`src/rtl/pcsp_pkg.sv`:
```
package pcsp_pkg;

  localparam int CAND_W  = 14;               // candidate and bound width
  localparam int DIV_W   = 8;                // trial divisor, reaches 128
  localparam int CNT_W   = 11;
  localparam int SUM_W   = 24;
  localparam int PROD_W  = 64;
  localparam int HALF_W  = 32;
  localparam int PPROD_W = HALF_W + CAND_W;  // one partial product
  localparam int BIT_W   = $clog2(CAND_W);   // remainder step counter
  localparam int PC_W    = 4;

  localparam int IN_DATA_W  = 16;
  localparam int OUT_DATA_W = 104;

  typedef logic [PC_W-1:0] upc_t;

  // datapath actions
  typedef enum logic [2:0] {
    OP_NOP,
    OP_LOAD,
    OP_NEXT_CAND,
    OP_DIV_START,
    OP_DIV_NEXT,
    OP_MUL_LO,
    OP_MUL_HI,
    OP_EMIT
  } uop_t;

  // jump conditions
  typedef enum logic [3:0] {
    C_NEVER,
    C_ALWAYS,
    C_NO_REQ,
    C_CAND_DONE,
    C_CAND_LT2,
    C_SQ_GT,
    C_REM_BUSY,
    C_REM_ZERO,
    C_OUT_BUSY
  } ucond_t;

  typedef struct packed {
    uop_t   op;
    ucond_t cond;
    upc_t   target;
  } uword_t;

  // step addresses
  localparam upc_t UA_WAIT     = 4'd0;
  localparam upc_t UA_CHK      = 4'd1;
  localparam upc_t UA_NEXT     = 4'd2;
  localparam upc_t UA_TEST     = 4'd3;
  localparam upc_t UA_TRY      = 4'd4;
  localparam upc_t UA_DIV      = 4'd5;
  localparam upc_t UA_WAITR    = 4'd6;
  localparam upc_t UA_CHKREM   = 4'd7;
  localparam upc_t UA_DIV_NEXT = 4'd8;
  localparam upc_t UA_MUL_LO   = 4'd9;
  localparam upc_t UA_MUL_HI   = 4'd10;
  localparam upc_t UA_HOLD     = 4'd11;
  localparam upc_t UA_EMIT     = 4'd12;

  // control store: execute op, then jump to target if cond holds, else step on
  function automatic uword_t ucode(upc_t a);
    uword_t w;
    unique case (a)
      UA_WAIT:     w = '{OP_LOAD,      C_NO_REQ,    UA_WAIT};
      UA_CHK:      w = '{OP_NOP,       C_CAND_DONE, UA_HOLD};
      UA_NEXT:     w = '{OP_NEXT_CAND, C_NEVER,     UA_WAIT};
      UA_TEST:     w = '{OP_NOP,       C_CAND_LT2,  UA_CHK};
      UA_TRY:      w = '{OP_NOP,       C_SQ_GT,     UA_MUL_LO};
      UA_DIV:      w = '{OP_DIV_START, C_NEVER,     UA_WAIT};
      UA_WAITR:    w = '{OP_NOP,       C_REM_BUSY,  UA_WAITR};
      UA_CHKREM:   w = '{OP_NOP,       C_REM_ZERO,  UA_CHK};
      UA_DIV_NEXT: w = '{OP_DIV_NEXT,  C_ALWAYS,    UA_TRY};
      UA_MUL_LO:   w = '{OP_MUL_LO,    C_NEVER,     UA_WAIT};
      UA_MUL_HI:   w = '{OP_MUL_HI,    C_ALWAYS,    UA_CHK};
      UA_HOLD:     w = '{OP_NOP,       C_OUT_BUSY,  UA_HOLD};
      UA_EMIT:     w = '{OP_EMIT,      C_ALWAYS,    UA_WAIT};
      default:     w = '{OP_NOP,       C_ALWAYS,    UA_WAIT};
    endcase
    return w;
  endfunction

  typedef struct packed {
    logic              start;
    logic [CAND_W-1:0] dividend;
    logic [DIV_W-1:0]  divisor;
  } rem_req_t;

  typedef struct packed {
    logic             busy;
    logic [DIV_W-1:0] rem;
  } rem_rsp_t;

endpackage

```
`src/rtl/pcsp_rem.sv`:
```
module pcsp_rem import pcsp_pkg::*; (
  input  logic     clk,
  input  logic     rst_n,
  input  rem_req_t req,
  output rem_rsp_t rsp
);

  logic              busy_r;
  logic [BIT_W-1:0]  cnt_r;
  logic [CAND_W-1:0] dvd_r;
  logic [DIV_W-1:0]  dsr_r;
  logic [DIV_W-1:0]  rem_r;

  logic [DIV_W:0] sh;
  logic [DIV_W:0] diff;
  logic           ge;

  // restoring remainder, one dividend bit per cycle
  assign sh   = {rem_r, dvd_r[CAND_W-1]};
  assign ge   = (sh >= {1'b0, dsr_r});
  assign diff = sh - {1'b0, dsr_r};

  always_ff @(posedge clk) begin
    if (!rst_n) begin
      busy_r <= 1'b0;
    end else if (req.start) begin
      busy_r <= 1'b1;
      cnt_r  <= BIT_W'(CAND_W - 1);
      dvd_r  <= req.dividend;
      dsr_r  <= req.divisor;
      rem_r  <= '0;
    end else if (busy_r) begin
      rem_r <= ge ? diff[DIV_W-1:0] : sh[DIV_W-1:0];
      dvd_r <= {dvd_r[CAND_W-2:0], 1'b0};
      cnt_r <= cnt_r - 1'b1;
      if (cnt_r == '0) begin
        busy_r <= 1'b0;
      end
    end
  end

  assign rsp.busy = busy_r;
  assign rsp.rem  = rem_r;

endmodule

```
`src/rtl/prime_count_sum_product.sv`:
```
// Channel  Dir  Ports                         Payload
// in       in   in_tvalid/in_tready/in_tdata  n
// out      out  out_tvalid/out_tready/        prime_count, prime_sum, prime_product,
//               out_tdata/out_tuser           product_overflow
//
// One request at a time; a small control store steps a candidate counter, a trial
// divisor and a bit-serial remainder unit. Each prime also takes a last divisor test
// and the split 64x14 multiply. Composites stop at their smallest factor.
// Reset (rst_n low, synchronous) returns to waiting with no result pending.
// The result register holds while out_tready is low; a new bound is taken meanwhile.
module prime_count_sum_product import pcsp_pkg::*; #(
  parameter int MAX_BOUND = 16383
) (
  input  logic                  clk,
  input  logic                  rst_n,
  input  logic                  in_tvalid,
  output logic                  in_tready,
  input  logic [IN_DATA_W-1:0]  in_tdata,   // [13:0] n
  output logic                  out_tvalid,
  input  logic                  out_tready,
  output logic [OUT_DATA_W-1:0] out_tdata,  // [10:0] prime_count, [34:11] prime_sum,
                                            // [98:35] prime_product
  output logic [0:0]            out_tuser   // [0] product_overflow
);

  localparam logic [CAND_W-1:0] SAT_BOUND = CAND_W'(MAX_BOUND);

  upc_t   pc_r, pc_nxt;
  uword_t uw;
  logic   jump;
  logic   in_acc;

  logic [CAND_W-1:0]  limit_r;
  logic [CAND_W-1:0]  cand_r;
  logic [DIV_W-1:0]   div_r;
  logic [CNT_W-1:0]   count_r;
  logic [SUM_W-1:0]   sum_r;
  logic [PROD_W-1:0]  prod_r;
  logic               ovf_r;
  logic [PPROD_W-1:0] lo_r;
  logic [PPROD_W-1:0] hi_sum;
  logic [2*DIV_W-1:0] div_sq;

  logic               out_valid_r;
  logic [CNT_W-1:0]   out_count_r;
  logic [SUM_W-1:0]   out_sum_r;
  logic [PROD_W-1:0]  out_prod_r;
  logic               out_ovf_r;

  rem_req_t rem_req;
  rem_rsp_t rem_rsp;

  pcsp_rem u_rem (
    .clk   (clk),
    .rst_n (rst_n),
    .req   (rem_req),
    .rsp   (rem_rsp)
  );

  assign uw        = ucode(pc_r);
  assign in_tready = (pc_r == UA_WAIT);
  assign in_acc    = in_tvalid && in_tready;
  assign div_sq    = (2*DIV_W)'(div_r) * (2*DIV_W)'(div_r);

  assign rem_req.start    = (uw.op == OP_DIV_START);
  assign rem_req.dividend = cand_r;
  assign rem_req.divisor  = div_r;

  // upper half of the product plus carry-in from the lower partial product
  assign hi_sum = PPROD_W'(prod_r[PROD_W-1:HALF_W]) * PPROD_W'(cand_r)
                + PPROD_W'(lo_r[PPROD_W-1:HALF_W]);

  always_comb begin
    unique case (uw.cond)
      C_NEVER:     jump = 1'b0;
      C_ALWAYS:    jump = 1'b1;
      C_NO_REQ:    jump = !in_tvalid;
      C_CAND_DONE: jump = (cand_r == limit_r);
      C_CAND_LT2:  jump = (cand_r < CAND_W'(2));
      C_SQ_GT:     jump = (div_sq > (2*DIV_W)'(cand_r));
      C_REM_BUSY:  jump = rem_rsp.busy;
      C_REM_ZERO:  jump = (rem_rsp.rem == '0);
      C_OUT_BUSY:  jump = out_valid_r;
      default:     jump = 1'b0;
    endcase
    pc_nxt = jump ? uw.target : pc_r + 1'b1;
  end

  always_ff @(posedge clk) begin
    if (!rst_n) begin
      pc_r <= UA_WAIT;
    end else begin
      pc_r <= pc_nxt;
    end
  end

  always_ff @(posedge clk) begin
    case (uw.op)
      OP_LOAD: begin
        if (in_acc) begin
          limit_r <= (32'(in_tdata[CAND_W-1:0]) > MAX_BOUND) ? SAT_BOUND
                                                             : in_tdata[CAND_W-1:0];
          cand_r  <= '0;
          count_r <= '0;
          sum_r   <= '0;
          prod_r  <= PROD_W'(1);
          ovf_r   <= 1'b0;
        end
      end
      OP_NEXT_CAND: begin
        cand_r <= cand_r + 1'b1;
        div_r  <= DIV_W'(2);
      end
      OP_DIV_NEXT: div_r <= div_r + 1'b1;
      OP_MUL_LO:   lo_r  <= PPROD_W'(prod_r[HALF_W-1:0]) * PPROD_W'(cand_r);
      OP_MUL_HI: begin
        prod_r  <= {hi_sum[HALF_W-1:0], lo_r[HALF_W-1:0]};
        ovf_r   <= ovf_r | (|hi_sum[PPROD_W-1:HALF_W]);
        count_r <= count_r + 1'b1;
        sum_r   <= sum_r + SUM_W'(cand_r);
      end
      default: ;
    endcase
  end

  always_ff @(posedge clk) begin
    if (!rst_n) begin
      out_valid_r <= 1'b0;
    end else if (uw.op == OP_EMIT) begin
      out_valid_r <= 1'b1;
      out_count_r <= count_r;
      out_sum_r   <= sum_r;
      out_prod_r  <= prod_r;
      out_ovf_r   <= ovf_r;
    end else if (out_tready) begin
      out_valid_r <= 1'b0;
    end
  end

  assign out_tvalid = out_valid_r;
  assign out_tdata  = {(OUT_DATA_W - CNT_W - SUM_W - PROD_W)'(0),
                       out_prod_r, out_sum_r, out_count_r};
  assign out_tuser  = out_ovf_r;

`ifndef ASSERT_OFF
  a_rem_busy_waits: assert property (@(posedge clk) disable iff (!rst_n)
    rem_rsp.busy |-> (pc_r == UA_WAITR))
    else $error("remainder unit busy outside its wait step");

  a_emit_free: assert property (@(posedge clk) disable iff (!rst_n)
    (uw.op == OP_EMIT) |-> !out_valid_r)
    else $error("result written over a pending result");

  a_empty_result: assert property (@(posedge clk) disable iff (!rst_n)
    (out_valid_r && out_count_r == '0) |->
      (out_sum_r == '0 && out_prod_r == PROD_W'(1) && !out_ovf_r))
    else $error("no primes but nonempty sum or product");

  a_div_start: assert property (@(posedge clk) disable iff (!rst_n)
    rem_req.start |-> (div_r >= DIV_W'(2) && cand_r >= CAND_W'(2)))
    else $error("trial division started with bad operands");
`endif

endmodule

```
`config.mk`:
```
export PLATFORM = sky130hd
export DESIGN_NAME = prime_count_sum_product
export DESIGN_NICKNAME = d
export VERILOG_FILES = /design/src/rtl/pcsp_pkg.sv /design/src/rtl/pcsp_rem.sv /design/src/rtl/prime_count_sum_product.sv
export SDC_FILE = /design/constraint.sdc
export NUM_CORES = 2
export LEC_CHECK = 0
export ABC_AREA = 1
export BUFFER_PORTS_ARGS = -buffer_cell sky130_fd_sc_hd__buf_2
export CAP_MARGIN = 20
export CORE_UTILIZATION = 30
export CTS_BUF_LIST = sky130_fd_sc_hd__clkbuf_16
export DETAILED_ROUTE_END_ITERATION = 8
export PLACE_DENSITY = 0.49
export SETUP_SLACK_MARGIN = 0.3
export SYNTH_ARGS = -nofsm -noshare
export SYNTH_HDL_FRONTEND = slang
export SYNTH_SLANG_ARGS = --single-unit
```
`constraint.sdc`:
```
create_clock -name clk -period 5.9 [get_ports clk]
set_clock_uncertainty 0.15 [all_clocks]
set_input_delay 1.475 -clock clk [delete_from_list [all_inputs] [get_ports clk]]
set_output_delay 1.475 -clock clk [all_outputs]
set_load 0.005 [all_outputs]
```
==> flow_summary.html <==
<table>
<tr><th>Metric</th><th>Value</th></tr>
<tr><th colspan="2">Clock network</th></tr>
<tr><td>Clock Pin Slew Worst Setup and Hold Paths</td><td>0.07 ns</td></tr>
<tr><td>Clock tree from TritonCTS</td><td>built</td></tr>
<tr><td>Clock root buffer master</td><td>sky130_fd_sc_hd__clkbuf_16</td></tr>
<tr><td>H-Tree Depth</td><td>2</td></tr>
<tr><td>Clock sinks</td><td>about 330</td></tr>
<tr><td>Number of buffers inserted for hold repair after clock tree synthesis</td><td>0</td></tr>
<tr><td>Buffers from clock root to sink, at most</td><td>3</td></tr>
<tr><td>CTS Buf Count</td><td>49</td></tr>
<tr><td>Clock latency on the worst-skew pair</td><td>0.67 ns</td></tr>
<tr><th colspan="2">Timing</th></tr>
<tr><td>Slew at the pin closest to its max-slew limit</td><td>between 0.9 and 1 ns</td></tr>
<tr><td>Fmax achieved</td><td>between 150 and 200 MHz</td></tr>
<tr><td>Final max-slew violation count</td><td>0</td></tr>
<tr><td>Worst max-slew margin expressed relative to the limit</td><td>34.47%</td></tr>
<tr><td>Final period utilization</td><td>104.8%</td></tr>
<tr><td>Unrepaired setup endpoints after global routing</td><td>yes</td></tr>
<tr><td>Final number of hold-violating endpoints</td><td>0</td></tr>
<tr><td>Clock period minus final worst setup slack</td><td>6.184 ns</td></tr>
<tr><td>Minimum hold slack</td><td>0.3173 ns</td></tr>
<tr><td>Number of endpoints failing setup at the final stage</td><td>28</td></tr>
<tr><td>Final WS setup</td><td>-0.2843 ns</td></tr>
<tr><th colspan="2">Routing</th></tr>
<tr><td>Residual DRC</td><td>0</td></tr>
<tr><td>Pre-antenna DRT Iters</td><td>5</td></tr>
<tr><td>DRT antenna net count</td><td>0</td></tr>
<tr><td>Via-per-instance ratio</td><td>roughly 4.4</td></tr>
<tr><td>Iter 0 DRT Violations</td><td>1787</td></tr>
<tr><td>Routed Wire Length</td><td>between 100000 and 150000 um</td></tr>
<tr><td>Average routed wire per standard cell</td><td>between 15 and 20 um</td></tr>
<tr><td>Total number of vias</td><td>35620</td></tr>
<tr><th colspan="2">Final layout</th></tr>
<tr><td>Area used by multi-input combinational logic</td><td>0.03174 mm2</td></tr>
<tr><td>Number of antenna cells inserted</td><td>0</td></tr>
<tr><td>Layout cells sized above 1</td><td>20.56%</td></tr>
<tr><td>Filler cell count in the final layout</td><td>roughly 15000</td></tr>
<tr><td>Area taken by flip-flops and latches</td><td>about 0.0098 mm2</td></tr>
<tr><td>Area growth, synth to finish</td><td>26.34%</td></tr>
<tr><td>Number of nets in the final layout</td><td>7074</td></tr>
<tr><th colspan="2">Placed design</th></tr>
<tr><td>Placed wire-length estimate</td><td>104700 um</td></tr>
<tr><td>Placer's final routability congestion estimate</td><td>just under 0.9</td></tr>
<tr><td>Count of buffers inserted at the top-level ports</td><td>119</td></tr>
<tr><th colspan="2">Die</th></tr>
<tr><td>DIE WIDTH</td><td>roughly 390 um</td></tr>
<tr><td>Starting density of the core</td><td>30.30%</td></tr>
<tr><td>Placement Rows</td><td>around 140</td></tr>
<tr><td>Boundary pin count</td><td>127</td></tr>
<tr><td>Vert. Die Dim</td><td>391.4 um</td></tr>
<tr><td>Core region area</td><td>0.1501 mm2</td></tr>
<tr><td>Overall die area</td><td>0.1532 mm2</td></tr>
<tr><th colspan="2">Setup path</th></tr>
<tr><td>Critical Path Start</td><td>cand_r[5]$_SDFFCE_PN0P_</td></tr>
<tr><td>R2R cell count</td><td>26</td></tr>
<tr><td>Kind of end point of the critical path</td><td>flip-flop</td></tr>
<tr><td>Crit path launch type</td><td>flip-flop</td></tr>
<tr><td>Worst Path Required</td><td>slightly above 6 ns</td></tr>
<tr><td>R2R Path Start</td><td>cand_r[5]$_SDFFCE_PN0P_</td></tr>
<tr><td>Worst reg2reg setup slack</td><td>-0.28 ns</td></tr>
<tr><td>Cell with the biggest individual delay on the critical path</td><td>sky130_fd_sc_hd__fa_1</td></tr>
<tr><td>Endpoint of the worst register-to-register path</td><td>ovf_r$_SDFFCE_PN0P_</td></tr>
<tr><td>Biggest cell delay along the critical path</td><td>0.58 ns</td></tr>
<tr><td>Top Family by Delay on Critical Path</td><td>adder cells</td></tr>
<tr><td>Maximum fanout along the worst path</td><td>9</td></tr>
<tr><td>Setup CP Type</td><td>reg -&gt; reg</td></tr>
<tr><td>Cell mode on critical path</td><td>sky130_fd_sc_hd__fa_1</td></tr>
<tr><td>Endpoint arrival time on the critical path</td><td>6.41 ns</td></tr>
<tr><td>Buffers &amp; Inverters on Critical Path</td><td>9</td></tr>
<tr><th colspan="2">Global route</th></tr>
<tr><td>Global-route wire length before repair</td><td>211200 um</td></tr>
<tr><td>Number of global-route vias before repair</td><td>around 38000</td></tr>
<tr><td>Global route total overflow</td><td>0</td></tr>
<tr><td>GR Util All Layers</td><td>17.62%</td></tr>
<tr><td>Antenna violations before repair</td><td>0</td></tr>
<tr><td>Maximum number of pins on one net before global-route repair</td><td>66</td></tr>
<tr><th colspan="2">Hold path</th></tr>
<tr><td>End of the worst hold path</td><td>out_sum_r[12]$_DFFE_PP_</td></tr>
<tr><td>Beginning of the worst hold path</td><td>sum_r[12]$_SDFFCE_PN0P_</td></tr>
<tr><td>Type of the worst min-delay path</td><td>reg -&gt; reg</td></tr>
<tr><td>Hold path depth</td><td>0</td></tr>
<tr><th colspan="2">Yosys</th></tr>
<tr><td>Share of the synthesized area in the top cell type</td><td>33.23%</td></tr>
<tr><td>Gate count of the mapped netlist</td><td>5401</td></tr>
<tr><td>Yosys cell types</td><td>53</td></tr>
<tr><td>Cell accounting for the most synthesized area</td><td>sky130_fd_sc_hd__fa_1</td></tr>
<tr><td>Top FF cell, synth</td><td>sky130_fd_sc_hd__edfxtp_1</td></tr>
<tr><td>Total of flip-flops plus latches after synthesis</td><td>between 300 and 400</td></tr>
<tr><td>Mean Syn Cell Area</td><td>8.422 um2</td></tr>
<tr><td>Yosys warning total</td><td>0</td></tr>
<tr><td>Proportion of synthesized flip-flops having asynchronous set or reset</td><td>0%</td></tr>
<tr><td>Count of flip-flops with a built-in enable after synthesis</td><td>316</td></tr>
<tr><td>Sequential fraction of the synthesis area</td><td>21.61%</td></tr>
<tr><td>Post-Synthesis Cell Area</td><td>0.04549 mm2</td></tr>
<tr><td>Top post-synthesis cells by area</td><td>sky130_fd_sc_hd__fa_1 (33%), sky130_fd_sc_hd__edfxtp_1 (21%), sky130_fd_sc_hd__inv_1 (12%)</td></tr>
<tr><th colspan="2">Status</th></tr>
<tr><td>Result of the run</td><td>finished with violations</td></tr>
<tr><td>Violated checks</td><td>negative setup slack</td></tr>
<tr><th colspan="2">Run</th></tr>
<tr><td>Reported max-cap violation count</td><td>0</td></tr>
</table>
layer usage:
layer / vias to the layer above / routed length, um / track usage, %
met5: - / 0 / 0
met4: 0 / 3262 / 4.335
met3: 152 / 5566 / 2.549
met2: 557 / 62630 / 29.67
met1: 17720 / 60510 / 23.65
li1: 17190 / - / -
state kept, by name, summed over array words and instances, names as in the netlist, 11 cells and up:
register / cells
out_prod_r: 64
prod_r: 64
lo_r: 46
out_sum_r: 24
sum_r: 24
cand_r: 14
limit_r: 14
u_rem.dvd_r: 14
count_r: 11
out_count_r: 11
uw: 11
Yosys cell counts (5+ instances only):
| library cell | instances |
|---|---|
| sky130_fd_sc_hd__or2_2 | 6 |
| sky130_fd_sc_hd__nand4_1 | 28 |
| sky130_fd_sc_hd__nor2_1 | 275 |
| sky130_fd_sc_hd__buf_1 | 21 |
| sky130_fd_sc_hd__nand2_1 | 1358 |
| sky130_fd_sc_hd__o21a_1 | 15 |
| sky130_fd_sc_hd__nor3_1 | 31 |
| sky130_fd_sc_hd__o21bai_1 | 17 |
| sky130_fd_sc_hd__inv_2 | 8 |
| sky130_fd_sc_hd__fa_1 | 755 |
| sky130_fd_sc_hd__clkbuf_1 | 162 |
| sky130_fd_sc_hd__edfxtp_1 | 316 |
| sky130_fd_sc_hd__buf_4 | 5 |
| sky130_fd_sc_hd__inv_1 | 1428 |
| sky130_fd_sc_hd__dfxtp_1 | 17 |
| sky130_fd_sc_hd__a31oi_1 | 20 |
| sky130_fd_sc_hd__a21o_1 | 9 |
| sky130_fd_sc_hd__nand3_1 | 80 |
| sky130_fd_sc_hd__nand2_2 | 6 |
| sky130_fd_sc_hd__a21oi_1 | 225 |
| sky130_fd_sc_hd__o21ai_1 | 12 |
| sky130_fd_sc_hd__xor2_1 | 46 |
| sky130_fd_sc_hd__o21ai_0 | 150 |
| sky130_fd_sc_hd__nor4_1 | 5 |
| sky130_fd_sc_hd__xnor2_1 | 40 |
| sky130_fd_sc_hd__ha_1 | 314 |
placed cells by master, fill, tap and decap left out, types with 9 or more instances in the layout:
master,instances
sky130_fd_sc_hd__a21o_1,9
sky130_fd_sc_hd__a21oi_1,151
sky130_fd_sc_hd__a21oi_2,54
sky130_fd_sc_hd__a21oi_4,21
sky130_fd_sc_hd__a31oi_1,12
sky130_fd_sc_hd__buf_12,69
sky130_fd_sc_hd__buf_16,9
sky130_fd_sc_hd__buf_2,119
sky130_fd_sc_hd__buf_4,480
sky130_fd_sc_hd__buf_6,37
sky130_fd_sc_hd__clkbuf_16,50
sky130_fd_sc_hd__clkinv_2,9
sky130_fd_sc_hd__dfxtp_1,17
sky130_fd_sc_hd__edfxtp_1,316
sky130_fd_sc_hd__fa_1,740
sky130_fd_sc_hd__fa_2,15
sky130_fd_sc_hd__ha_1,260
sky130_fd_sc_hd__ha_4,51
sky130_fd_sc_hd__inv_1,1405
sky130_fd_sc_hd__inv_2,33
sky130_fd_sc_hd__nand2_1,1254
sky130_fd_sc_hd__nand2_2,88
sky130_fd_sc_hd__nand2_4,23
sky130_fd_sc_hd__nand3_1,66
sky130_fd_sc_hd__nand3_2,13
sky130_fd_sc_hd__nand4_1,28
sky130_fd_sc_hd__nor2_1,209
sky130_fd_sc_hd__nor2_2,39
sky130_fd_sc_hd__nor2_4,31
sky130_fd_sc_hd__nor3_1,26
sky130_fd_sc_hd__o21a_1,15
sky130_fd_sc_hd__o21ai_0,110
sky130_fd_sc_hd__o21ai_1,33
sky130_fd_sc_hd__o21ai_2,18
sky130_fd_sc_hd__o21bai_1,9
sky130_fd_sc_hd__xnor2_1,39
sky130_fd_sc_hd__xor2_1,43
worst register-to-register path, cell delays in order, from the launching register on:
cell and delay [ns]:
sky130_fd_sc_hd__edfxtp_1 0.38, sky130_fd_sc_hd__buf_6 0.14, sky130_fd_sc_hd__buf_12 0.16, sky130_fd_sc_hd__buf_4 0.18
sky130_fd_sc_hd__nand2_1 0.06, sky130_fd_sc_hd__inv_1 0.06, sky130_fd_sc_hd__fa_1 0.53, sky130_fd_sc_hd__inv_1 0.05
sky130_fd_sc_hd__fa_1 0.48, sky130_fd_sc_hd__fa_1 0.58, sky130_fd_sc_hd__fa_1 0.43, sky130_fd_sc_hd__fa_1 0.47
sky130_fd_sc_hd__fa_1 0.50, sky130_fd_sc_hd__inv_1 0.04, sky130_fd_sc_hd__ha_1 0.35, sky130_fd_sc_hd__nand2_2 0.12
sky130_fd_sc_hd__nor2_1 0.15, sky130_fd_sc_hd__buf_4 0.15, sky130_fd_sc_hd__inv_1 0.04, sky130_fd_sc_hd__o21bai_1 0.17
sky130_fd_sc_hd__buf_4 0.14, sky130_fd_sc_hd__a21oi_1 0.06, sky130_fd_sc_hd__nand3_1 0.13, sky130_fd_sc_hd__xor2_1 0.15
sky130_fd_sc_hd__nand2_1 0.07, sky130_fd_sc_hd__nor2_1 0.09, sky130_fd_sc_hd__a21oi_1 0.07
final cells by class:
| type | instances | share of cell area (%) |
|---|---|---|
| clock buffer | 49 | 2.133 |
| clock inverter | 35 | 0.6291 |
| inverter | 1439 | 9.415 |
| multi-input combinational | 3442 | 55.23 |
| sequential | 333 | 17.10 |
| tap | 2016 | 4.389 |
| timing repair buffer | 720 | 11.10 |
logic make-up after synthesis:
family	after synthesis	synth area share, %
buffers and inverters	1631	13.53
other	2	0.01651
AO/OA/AOI/OAI	468	5.581
AND/OR/NAND/NOR	1812	15.75
flip-flops	333	21.61
XOR/XNOR	86	1.656
adder cells (fa/ha/maj)	1069	41.86
what timing repair did:
| action | in CTS | in global routing |
|---|---|---|
| gates resized for setup | 281 | 178 |
| setup endpoints to repair | 70 | 75 |
| cloned | 5 | 1 |
| buffers inserted | 51 | 17 |
| pin swaps | 98 | 62 |
how the worst max path moves through the flow:
| stage | depth (start not counted) | to |
|---|---|---|
| 2_1_floorplan | 26 | ovf_r$_SDFFCE_PN0P_ |
| 3_3_place_gp | 22 | lo_r[29]$_DFFE_PN_ |
| 3_5_place_dp | 22 | lo_r[29]$_DFFE_PN_ |
| 4_1_cts | 24 | lo_r[45]$_DFFE_PN_ |
| 5_1_grt | 28 | ovf_r$_SDFFCE_PN0P_ |
| 6_report | 26 | ovf_r$_SDFFCE_PN0P_ |
stage by stage:
| step | worst slack, ns | utilization (%) | setup TNS [ns] | area (um2) | cells |
|---|---|---|---|---|---|
| floorplan | 0.1624 | - | 0 | 46520 | 5406 |
| global placement | -0.4052 | 35.54 | -7.891 | 53360 | 7875 |
| detailed placement | -0.4193 | 35.56 | -8.186 | 53380 | 7876 |
| CTS | -0.2881 | 37.77 | -4.105 | 56700 | 8016 |
| global route | -0.5451 | 38.28 | -14.82 | 57470 | 8034 |
| finish | -0.2843 | 38.28 | -3.039 | 57470 | 8034 |
Power is not shown: default switching activity piles up to over one toggle a cycle in this logic, so the estimate is an artifact.
